--- src/rtl/core/tbwb_pkg.sv ---
`timescale 1ns / 1ps
// Shared types, field widths and codes for the track buffer write-back cache.
// Used by tbwb_plan and track_buffer_write_back_cache; depends on nothing.
package tbwb_pkg;

   // Geometry of the buffered track and the disk behind it.
   localparam int TRACK_BITS        = 10;
   localparam int SECTORS_PER_TRACK = 32;
   localparam int SECTOR_BYTES      = 128;
   localparam int BLOCKS_PER_TRACK  = 16;

   // Widths of the request and result fields.
   localparam int CMD_W    = 3;
   localparam int DISK_W   = 2;
   localparam int TRACK_W  = 10;
   localparam int SECTOR_W = 6;
   localparam int KIND_W   = 2;
   localparam int DRIVE_W  = 4;
   localparam int BLOCK_W  = 14;
   localparam int OFFSET_W = 12;
   localparam int STATUS_W = 2;

   // Results one request can cause, and the width of a count of them.
   localparam int MAX_RESULTS = 4;
   localparam int COUNT_W     = $clog2(MAX_RESULTS + 1);
   localparam int INDEX_W     = $clog2(MAX_RESULTS);

   localparam int REQ_DATA_W = 24;
   localparam int RSP_DATA_W = 32;

   // Request commands.
   localparam logic [CMD_W-1:0] CMD_READ       = 3'd0;
   localparam logic [CMD_W-1:0] CMD_WRITE      = 3'd1;
   localparam logic [CMD_W-1:0] CMD_WRITE_SYNC = 3'd2;
   localparam logic [CMD_W-1:0] CMD_FLUSH      = 3'd3;
   localparam logic [CMD_W-1:0] CMD_INVALIDATE = 3'd4;

   // Result kinds.
   localparam logic [KIND_W-1:0] KIND_WRITE_BACK = 2'd0;
   localparam logic [KIND_W-1:0] KIND_FILL       = 2'd1;
   localparam logic [KIND_W-1:0] KIND_DONE       = 2'd2;

   // Completion and transfer status codes.
   localparam logic [STATUS_W-1:0] STATUS_OK     = 2'd0;
   localparam logic [STATUS_W-1:0] STATUS_FAILED = 2'd1;
   localparam logic [STATUS_W-1:0] STATUS_RANGE  = 2'd2;

   // The hard disk is addressed under a different physical drive number.
   localparam logic [DISK_W-1:0]  HARD_DISK  = 2'd3;
   localparam logic [DRIVE_W-1:0] HARD_DRIVE = 4'd10;

   typedef struct packed {
      logic [CMD_W-1:0]    command;
      logic [DISK_W-1:0]   disk;
      logic [TRACK_W-1:0]  track;
      logic [SECTOR_W-1:0] sector;
      logic                disk_fault;
   } request_type;

   typedef struct packed {
      logic [KIND_W-1:0]   kind;
      logic [DRIVE_W-1:0]  drive;
      logic [BLOCK_W-1:0]  first_block;
      logic [OFFSET_W-1:0] buffer_offset;
      logic [STATUS_W-1:0] status;
      logic                last;
   } result_type;

   // Tag, dirty flag and sticky error of the single track buffer.
   typedef struct packed {
      logic                  valid;
      logic                  dirty;
      logic [TRACK_BITS-1:0] track;
      logic [DISK_W-1:0]     disk;
      logic                  last_error;
   } cache_state_type;

   // Everything one request decides: its results in order and the new state.
   typedef struct packed {
      result_type [MAX_RESULTS-1:0] results;
      logic [COUNT_W-1:0]           count;
      cache_state_type              next_state;
   } plan_type;

endpackage

--- src/rtl/core/tbwb_plan.sv ---
`timescale 1ns / 1ps
// Decision logic for one request: lists the transfers and completion it causes
// and the buffer state it leaves. Depends on tbwb_pkg.
module tbwb_plan (
   input  tbwb_pkg::request_type     request,
   input  tbwb_pkg::cache_state_type state,
   output tbwb_pkg::plan_type        plan
);

   // Drive number of a disk: the hard disk moves to its own drive.
   function automatic logic [tbwb_pkg::DRIVE_W-1:0] drive_of(
      input logic [tbwb_pkg::DISK_W-1:0] disk
   );
      if (disk == tbwb_pkg::HARD_DISK) begin
         return tbwb_pkg::HARD_DRIVE;
      end
      return tbwb_pkg::DRIVE_W'(disk);
   endfunction

   // One transfer word for a disk and track.
   function automatic tbwb_pkg::result_type transfer_of(
      input logic [tbwb_pkg::KIND_W-1:0]     kind,
      input logic [tbwb_pkg::DISK_W-1:0]     disk,
      input logic [tbwb_pkg::TRACK_BITS-1:0] track,
      input logic                            fault
   );
      tbwb_pkg::result_type r;
      r.kind          = kind;
      r.drive         = drive_of(disk);
      r.first_block   = tbwb_pkg::BLOCK_W'(32'(track) * tbwb_pkg::BLOCKS_PER_TRACK);
      r.buffer_offset = '0;
      r.status        = fault ? tbwb_pkg::STATUS_FAILED : tbwb_pkg::STATUS_OK;
      r.last          = 1'b0;
      return r;
   endfunction

   logic [tbwb_pkg::TRACK_BITS-1:0] req_track;
   logic                            sector_ok;
   logic                            miss;
   logic [tbwb_pkg::SECTOR_W-1:0]   sector_index;
   logic [tbwb_pkg::OFFSET_W-1:0]   offset;

   assign req_track    = request.track[tbwb_pkg::TRACK_BITS-1:0];
   assign sector_ok    = (request.sector != '0) &&
                         (32'(request.sector) <= tbwb_pkg::SECTORS_PER_TRACK);
   assign miss         = !state.valid || (state.track != req_track) ||
                         (state.disk != request.disk);
   assign sector_index = request.sector - tbwb_pkg::SECTOR_W'(1);
   assign offset       = tbwb_pkg::OFFSET_W'(32'(sector_index) * tbwb_pkg::SECTOR_BYTES);

   // Results are appended in order: write-back, fill, write-through, completion.
   always_comb begin
      tbwb_pkg::cache_state_type s;
      tbwb_pkg::result_type      done;
      logic [tbwb_pkg::COUNT_W-1:0] n;

      s    = state;
      n    = '0;
      plan.results = '0;
      done = '0;
      done.kind = tbwb_pkg::KIND_DONE;
      done.last = 1'b1;

      case (request.command)
         tbwb_pkg::CMD_READ, tbwb_pkg::CMD_WRITE, tbwb_pkg::CMD_WRITE_SYNC: begin
            if (!sector_ok) begin
               done.status = tbwb_pkg::STATUS_RANGE;
            end else begin
               if (miss) begin
                  // Dirty buffer goes back before the new track is read in.
                  if (s.valid && s.dirty) begin
                     plan.results[n[tbwb_pkg::INDEX_W-1:0]] = transfer_of(
                        tbwb_pkg::KIND_WRITE_BACK, s.disk, s.track, request.disk_fault);
                     n = n + 1'b1;
                  end
                  plan.results[n[tbwb_pkg::INDEX_W-1:0]] = transfer_of(
                     tbwb_pkg::KIND_FILL, request.disk, req_track, request.disk_fault);
                  n = n + 1'b1;
                  s.last_error = request.disk_fault;
                  s.valid      = 1'b1;
                  s.dirty      = 1'b0;
                  s.track      = req_track;
                  s.disk       = request.disk;
               end
               // A read keeps the dirty flag; any write sets it.
               if (request.command != tbwb_pkg::CMD_READ) begin
                  s.dirty = 1'b1;
               end
               // Write-through: the buffer is valid and now dirty.
               if (request.command == tbwb_pkg::CMD_WRITE_SYNC) begin
                  plan.results[n[tbwb_pkg::INDEX_W-1:0]] = transfer_of(
                     tbwb_pkg::KIND_WRITE_BACK, s.disk, s.track, request.disk_fault);
                  n = n + 1'b1;
                  s.last_error = request.disk_fault;
                  s.dirty      = 1'b0;
               end
               done.buffer_offset = offset;
               done.status = s.last_error ? tbwb_pkg::STATUS_FAILED : tbwb_pkg::STATUS_OK;
            end
         end
         tbwb_pkg::CMD_FLUSH: begin
            if (s.valid && s.dirty) begin
               plan.results[n[tbwb_pkg::INDEX_W-1:0]] = transfer_of(
                  tbwb_pkg::KIND_WRITE_BACK, s.disk, s.track, request.disk_fault);
               n = n + 1'b1;
               s.last_error = request.disk_fault;
            end
            s.dirty = 1'b0;
            done.status = s.last_error ? tbwb_pkg::STATUS_FAILED : tbwb_pkg::STATUS_OK;
         end
         tbwb_pkg::CMD_INVALIDATE: begin
            s.valid = 1'b0;
            s.dirty = 1'b0;
            done.status = s.last_error ? tbwb_pkg::STATUS_FAILED : tbwb_pkg::STATUS_OK;
         end
         default: begin
            // Undefined commands only answer with a clean completion.
            done.status = tbwb_pkg::STATUS_OK;
         end
      endcase

      plan.results[n[tbwb_pkg::INDEX_W-1:0]] = done;
      plan.count      = n + 1'b1;
      plan.next_state = s;
   end

endmodule

--- src/rtl/core/track_buffer_write_back_cache.sv ---
`timescale 1ns / 1ps
// Top level of the single-track write-back buffer controller.
// Depends on tbwb_pkg and tbwb_plan.
//
//   Channel  Direction  Handshake            Contents
//   req      in         req_tvalid/tready    command, disk, track, sector, fault
//   rsp      out        rsp_tvalid/tready    transfer or completion word
//
// A request is decided in the cycle it is accepted; its one to four result
// words are held in a small result register file and sent one per cycle
// while the result port is ready; a request holds the single result port
// until its final word is taken. The next request is taken in the cycle the
// final word of the previous one is taken. Reset is synchronous and empties
// the buffer. A stalled result port holds the current word and blocks new requests.
module track_buffer_write_back_cache (
   input  logic        clock,
   input  logic        reset,
   input  logic        req_tvalid,
   output logic        req_tready,
   // command[2:0], disk[4:3], track[14:5], sector[20:15], disk_fault[21], zeros
   input  logic [23:0] req_tdata,
   output logic        rsp_tvalid,
   input  logic        rsp_tready,
   // drive[3:0], first_block[17:4], buffer_offset[29:18], status[31:30]
   output logic [31:0] rsp_tdata,
   // kind[1:0]
   output logic [1:0]  rsp_tuser,
   output logic        rsp_tlast
);

   tbwb_pkg::request_type     request;
   tbwb_pkg::plan_type        plan;
   tbwb_pkg::cache_state_type state_ff, state_in;
   tbwb_pkg::result_type [tbwb_pkg::MAX_RESULTS-1:0] slot_ff, slot_in;
   logic [tbwb_pkg::COUNT_W-1:0] count_ff, count_in;
   logic [tbwb_pkg::INDEX_W-1:0] index_ff, index_in;
   logic                         busy_ff, busy_in;
   tbwb_pkg::result_type         current;
   logic                         req_take;
   logic                         rsp_take;
   logic                         final_word;

   // Unpack the request word.
   assign request.command    = req_tdata[2:0];
   assign request.disk       = req_tdata[4:3];
   assign request.track      = req_tdata[14:5];
   assign request.sector     = req_tdata[20:15];
   assign request.disk_fault = req_tdata[21];

   tbwb_plan u_plan (
      .request (request),
      .state   (state_ff),
      .plan    (plan)
   );

   // Handshakes.
   assign current    = slot_ff[index_ff];
   assign final_word = (tbwb_pkg::COUNT_W'(index_ff) + 1'b1) == count_ff;
   assign rsp_take   = rsp_tvalid && rsp_tready;
   assign req_tready = !busy_ff || (rsp_take && final_word);
   assign req_take   = req_tvalid && req_tready;

   // Result word out.
   assign rsp_tvalid = busy_ff;
   assign rsp_tdata  = {current.status, current.buffer_offset, current.first_block,
                        current.drive};
   assign rsp_tuser  = current.kind;
   assign rsp_tlast  = current.last;

   // Next-state logic for the result sequencer and buffer state.
   always_comb begin
      state_in = state_ff;
      slot_in  = slot_ff;
      count_in = count_ff;
      index_in = index_ff;
      busy_in  = busy_ff;
      if (req_take) begin
         state_in = plan.next_state;
         slot_in  = plan.results;
         count_in = plan.count;
         index_in = '0;
         busy_in  = 1'b1;
      end else if (rsp_take) begin
         if (final_word) begin
            busy_in = 1'b0;
         end else begin
            index_in = index_ff + 1'b1;
         end
      end
   end

   // Control and buffer state registers.
   always_ff @(posedge clock) begin
      if (reset) begin
         state_ff <= '0;
         count_ff <= '0;
         index_ff <= '0;
         busy_ff  <= 1'b0;
      end else begin
         state_ff <= state_in;
         count_ff <= count_in;
         index_ff <= index_in;
         busy_ff  <= busy_in;
      end
   end

   // Result words carry no reset.
   always_ff @(posedge clock) begin
      slot_ff <= slot_in;
   end

   // A dirty buffer always holds a valid track.
   a_dirty_valid: assert property (@(posedge clock) disable iff (reset)
      state_ff.dirty |-> state_ff.valid)
      else $error("buffer dirty without valid tag");

   // The final word of a request is the completion and nothing else is.
   a_last_done: assert property (@(posedge clock) disable iff (reset)
      rsp_tvalid |-> (rsp_tlast == (rsp_tuser == tbwb_pkg::KIND_DONE)))
      else $error("completion and last flag disagree");

   // The sequencer never runs past the words it holds.
   a_index_bound: assert property (@(posedge clock) disable iff (reset)
      busy_ff |-> (tbwb_pkg::COUNT_W'(index_ff) < count_ff))
      else $error("result index beyond result count");

   // An accepted request shows its first word in the next cycle.
   a_req_then_rsp: assert property (@(posedge clock) disable iff (reset)
      req_take |=> rsp_tvalid)
      else $error("accepted request produced no result");

endmodule

--- config.mk ---
export PLATFORM = sky130hd
export DESIGN_NAME = track_buffer_write_back_cache
export DESIGN_NICKNAME = d
export VERILOG_FILES = /design/src/rtl/core/tbwb_pkg.sv /design/src/rtl/core/tbwb_plan.sv /design/src/rtl/core/track_buffer_write_back_cache.sv
export SDC_FILE = /design/constraint.sdc
export NUM_CORES = 1
export LEC_CHECK = 0
export BUFFER_PORTS_ARGS = -buffer_cell sky130_fd_sc_hd__buf_4
export CAP_MARGIN = 5
export CELL_PAD_IN_SITES_DETAIL_PLACEMENT = 1
export CELL_PAD_IN_SITES_GLOBAL_PLACEMENT = 1
export CORE_ASPECT_RATIO = 1.1
export CORE_MARGIN = 4
export CORE_UTILIZATION = 51
export DETAILED_ROUTE_END_ITERATION = 8
export PLACE_DENSITY = 0.8
export SLEW_MARGIN = 5
export SYNTH_ARGS = -nofsm -noshare
export SYNTH_HDL_FRONTEND = slang
export SYNTH_SLANG_ARGS = --single-unit
export TNS_END_PERCENT = 100
--- constraint.sdc ---
create_clock -name clock -period 5.7 [get_ports clock]
set_clock_uncertainty 0.1 [all_clocks]
set_input_delay 0.285 -clock clock [delete_from_list [all_inputs] [get_ports clock]]
set_output_delay 0.285 -clock clock [all_outputs]
set_load 0.1 [all_outputs]
==> run_results.csv <==
group,metric,value,unit
global_routing,antenna_found_initial,0,
sta,setup_viol,0,
sta,rsz0062_at_grt,"false",
worst_setup_path,path_class,"flip-flop to flip-flop",
worst_hold_path,hold_depth,3,
place,dpl.hpwl,7980,um
finish,nets,482,
logic_synthesis,yosysWarnings,0,
logic_synthesis,synth.area.mux_share,12.2,%
finish,drive_above_1_share,24.1,%
logic_synthesis,synth_top_family_by_area,"simple AND/OR/NAND/NOR gates",
logic_synthesis,synth_edf_count,86,
logic_synthesis,syn_area_per_cell,13.5,um^2
logic_synthesis,synth_flop_cell,"edfxtp_1",
worst_setup_path,crit_cells,9,
pwr,vdd_drop_max,0.000144,V
logic_synthesis,synth_cell_type_count,53,
sta,tightest_slew,999,ps
die,top_level_ports,65,
die,die_area,12000,um^2
logic_synthesis,synthXorXnorAreaFrac,3.33,%
logic_synthesis,synth_compound_area_share,6.52,%
die,initial_utilization,52.6,%
place,place_ws,1640,ps
worst_hold_path,hold_path_startpoint,"req_tvalid",
worst_hold_path,hold_path.class,"input port to flip-flop",
sta,post-route-period-util,70.3,%
clock_network,cts_tree,"done",
sta,timing.final.ws_setup,1690,ps
worst_setup_path,critical_path_required,5850,ps
logic_synthesis,synthArstFlopShare,0,%
worst_setup_path,crit_buf_inv,0,
clock_network,holdBufCountCts,0,
place,port_buffers,50,
clock_network,cts.htree.levels,3,
sta,tns,0,ps
route,avgRoutedWirePerCell,19.9,um
global_routing,grt_pass1_wl,18500,um
worst_setup_path,path_cells,"xnor2_1 -> nand4_1 -> nor4_4 -> or2_1 -> xnor2_1 -> a21oi_1 -> ha_1 -> nor4_4 -> and3_1",
clock_network,cts_setup_buffers,0,
logic_synthesis,synth-simple-area-share,15.0,%
worst_setup_path,reg2reg_depth,9,
worst_setup_path,crit_fanout,14,
finish,register_area,3000,um^2
die,placementRows,38,
run_status,status,"completed",
logic_synthesis,ys_seq_elements,107,
clock_network,cts_root_buf,"clkbuf_8",
global_routing,grt_pass1_vias,3548,
finish,fin_cells,573,
die,dieWidth,105,um
clock_network,path_clk_slew,90,ps
pwr,power_density,276,nW/um^2
sta,relSlewSlack,33.0,%
global_routing,grtUsageTotal,20.3,%
die,core,9980,um^2
sta,period_needed,4010,ps
route,wl,11400,um
worst_setup_path,end_kind,"flip-flop",
global_routing,grt_max_degree,43,
logic_synthesis,postSynthCellCount,390,
route,dr.pass1.iters,4,
finish,area_delta_synth_final,12.0,%
worst_setup_path,crit_path_start_kind,"flip-flop",
clock_network,clkLatencyLatePin,380,ps
route,initialDrtViolationCount,152,
finish,fillers,1022,
route,vias,3283,
worst_setup_path,reg2reg_slack,1690,ps
worst_setup_path,critical_path.max_stage_delay,910,ps
logic_synthesis,synthAdderAreaFrac,1.43,%
place,place_congestion,0.860,
worst_setup_path,worstPathArrival,4160,ps
logic_synthesis,synth_area,5260,um^2
sta,hold_viol_final,0,
logic_synthesis,synth_seq_area_share,57.1,%
sta,finalMaxSlewViolations,0,
route,antenna_left,0,
worst_setup_path,r2r_end,"slot_ff[102]",
sta,timing.fmax,249,MHz
worst_hold_path,hold_end,"rsp_tvalid",
pwr,power.leakage,2.28,nW
finish,antenna_cells,0,
place,place_area,5720,um^2
place,placedCellCount,557,
worst_setup_path,critPathSlowestCell,"nor4_4",
finish,multiInputGateArea,2120,um^2
finish,fin_util,58.9,%
route,drc_errors,0,
clock_network,ctsResizeCount,0,
worst_setup_path,crit_family,"simple AND/OR/NAND/NOR gates",
finish,design_area,5890,um^2
die,fp.dieH,114,um
clock_network,cts.sinks,107,
global_routing,grt_overflow,0,
run,drv_cap,0,
clock_network,cts.path.max_buffers,2,
worst_setup_path,regToRegStartpoint,"state_ff[1]",
route,viasPerCell,5.73,
clock_network,cts-buffers-inserted,9,
## state kept, by name, summed over array words and instances, names as in the netlist
signal and cells:
count_ff 3, index_ff 2, rsp_tvalid 1, slot_ff 86, state_ff 15
## cells by family (layout without fill, tap and decap cells)
family,count (synthesis),count (layout)
flops,107,107
fa+ha+maj,6,6
compound gates,43,43
other cells,1,25
simple gates,134,134
buf+inv,41,80
mux,38,38
xor+xnor,20,20
## power by group
group          internal, mW  switching, mW
registers             0.887         0.0142
logic                0.0773          0.237
clock network         0.160          0.250
## cells in the mapped netlist (3+ instances only)
cell type	instances	area (um^2)
and2_1	43	269
buf_2	6	30.0
edfxtp_1	86	2580
buf_4	15	113
clkbuf_1	7	26.3
nand4_1	4	25.0
and3_1	6	37.5
nor3_1	7	35.0
nor3b_1	5	37.5
ha_1	6	75.1
o21ai_0	4	20.0
a21oi_1	9	45.0
nor2b_1	4	25.0
mux2i_1	17	170
a31oi_1	3	18.8
nor2_1	26	97.6
nor4_1	3	18.8
dfxtp_1	21	420
xnor2_1	18	158
nand2_1	15	56.3
nand3_1	4	20.0
a22o_1	3	26.3
mux4_2	21	473
inv_1	9	33.8
o221a_2	8	90.1
## routing by layer
layer	global-route usage [%]	vias to the layer above	part of all wire (%)
met5	0	-	0
met4	9.01	0	2.2
met3	2.82	21	3.8
met2	36.8	73	54
met1	24.0	1653	40
li1	-	1536	-
## how the worst max path moves through the flow
stage | start | to | slack [ps]
2_1_floorplan | index_ff[1] | state_ff[11] | 990
3_3_place_gp | req_tdata[3] | slot_ff[67] | 1630
3_5_place_dp | req_tdata[3] | slot_ff[67] | 1640
4_1_cts | state_ff[1] | slot_ff[67] | 1640
5_1_grt | state_ff[1] | slot_ff[67] | 1410
6_report | state_ff[1] | slot_ff[102] | 1690
## layout by cell type (no fill, tap or decap), types with 5 or more instances in the layout
cell type  count
inv_1          9
and2_1        43
conb_1        25
nor3b_1        5
mux2i_1       17
xnor2_1       18
nor3_1         7
a21oi_1        9
buf_4         54
clkbuf_8       9
nor2_1        26
dfxtp_1       20
nand2_1       15
and3_1         6
edfxtp_1      86
o221a_2        8
mux4_2        21
ha_1           6
## final cells by class
class	count	area share [%]
flip-flops and latches	107	51.0
multi-input cells	266	36.1
repair buffers	54	6.89
well taps	120	2.55
clock buffers	12	2.30
inverters	10	0.659
clock inverters	4	0.468
## through the flow
stage	power, mW	hold slack [ps]
3_3_place_gp	1.23	360
6_report	1.62	81.1
5_1_grt	1.69	82.9
4_1_cts	1.64	61.4
3_5_place_dp	1.24	362
2_1_floorplan	1.17	287
## worst reg2reg max path: stages, from the launching register on
cell and delay (ps):
dfxtp_1 440, xnor2_1 170, nand4_1 210, nor4_4 500, or2_1 500, xnor2_1 260, a21oi_1 160, ha_1 380
nor4_4 910, and3_1 260
Note: power is estimated with default switching activity, not from simulation.
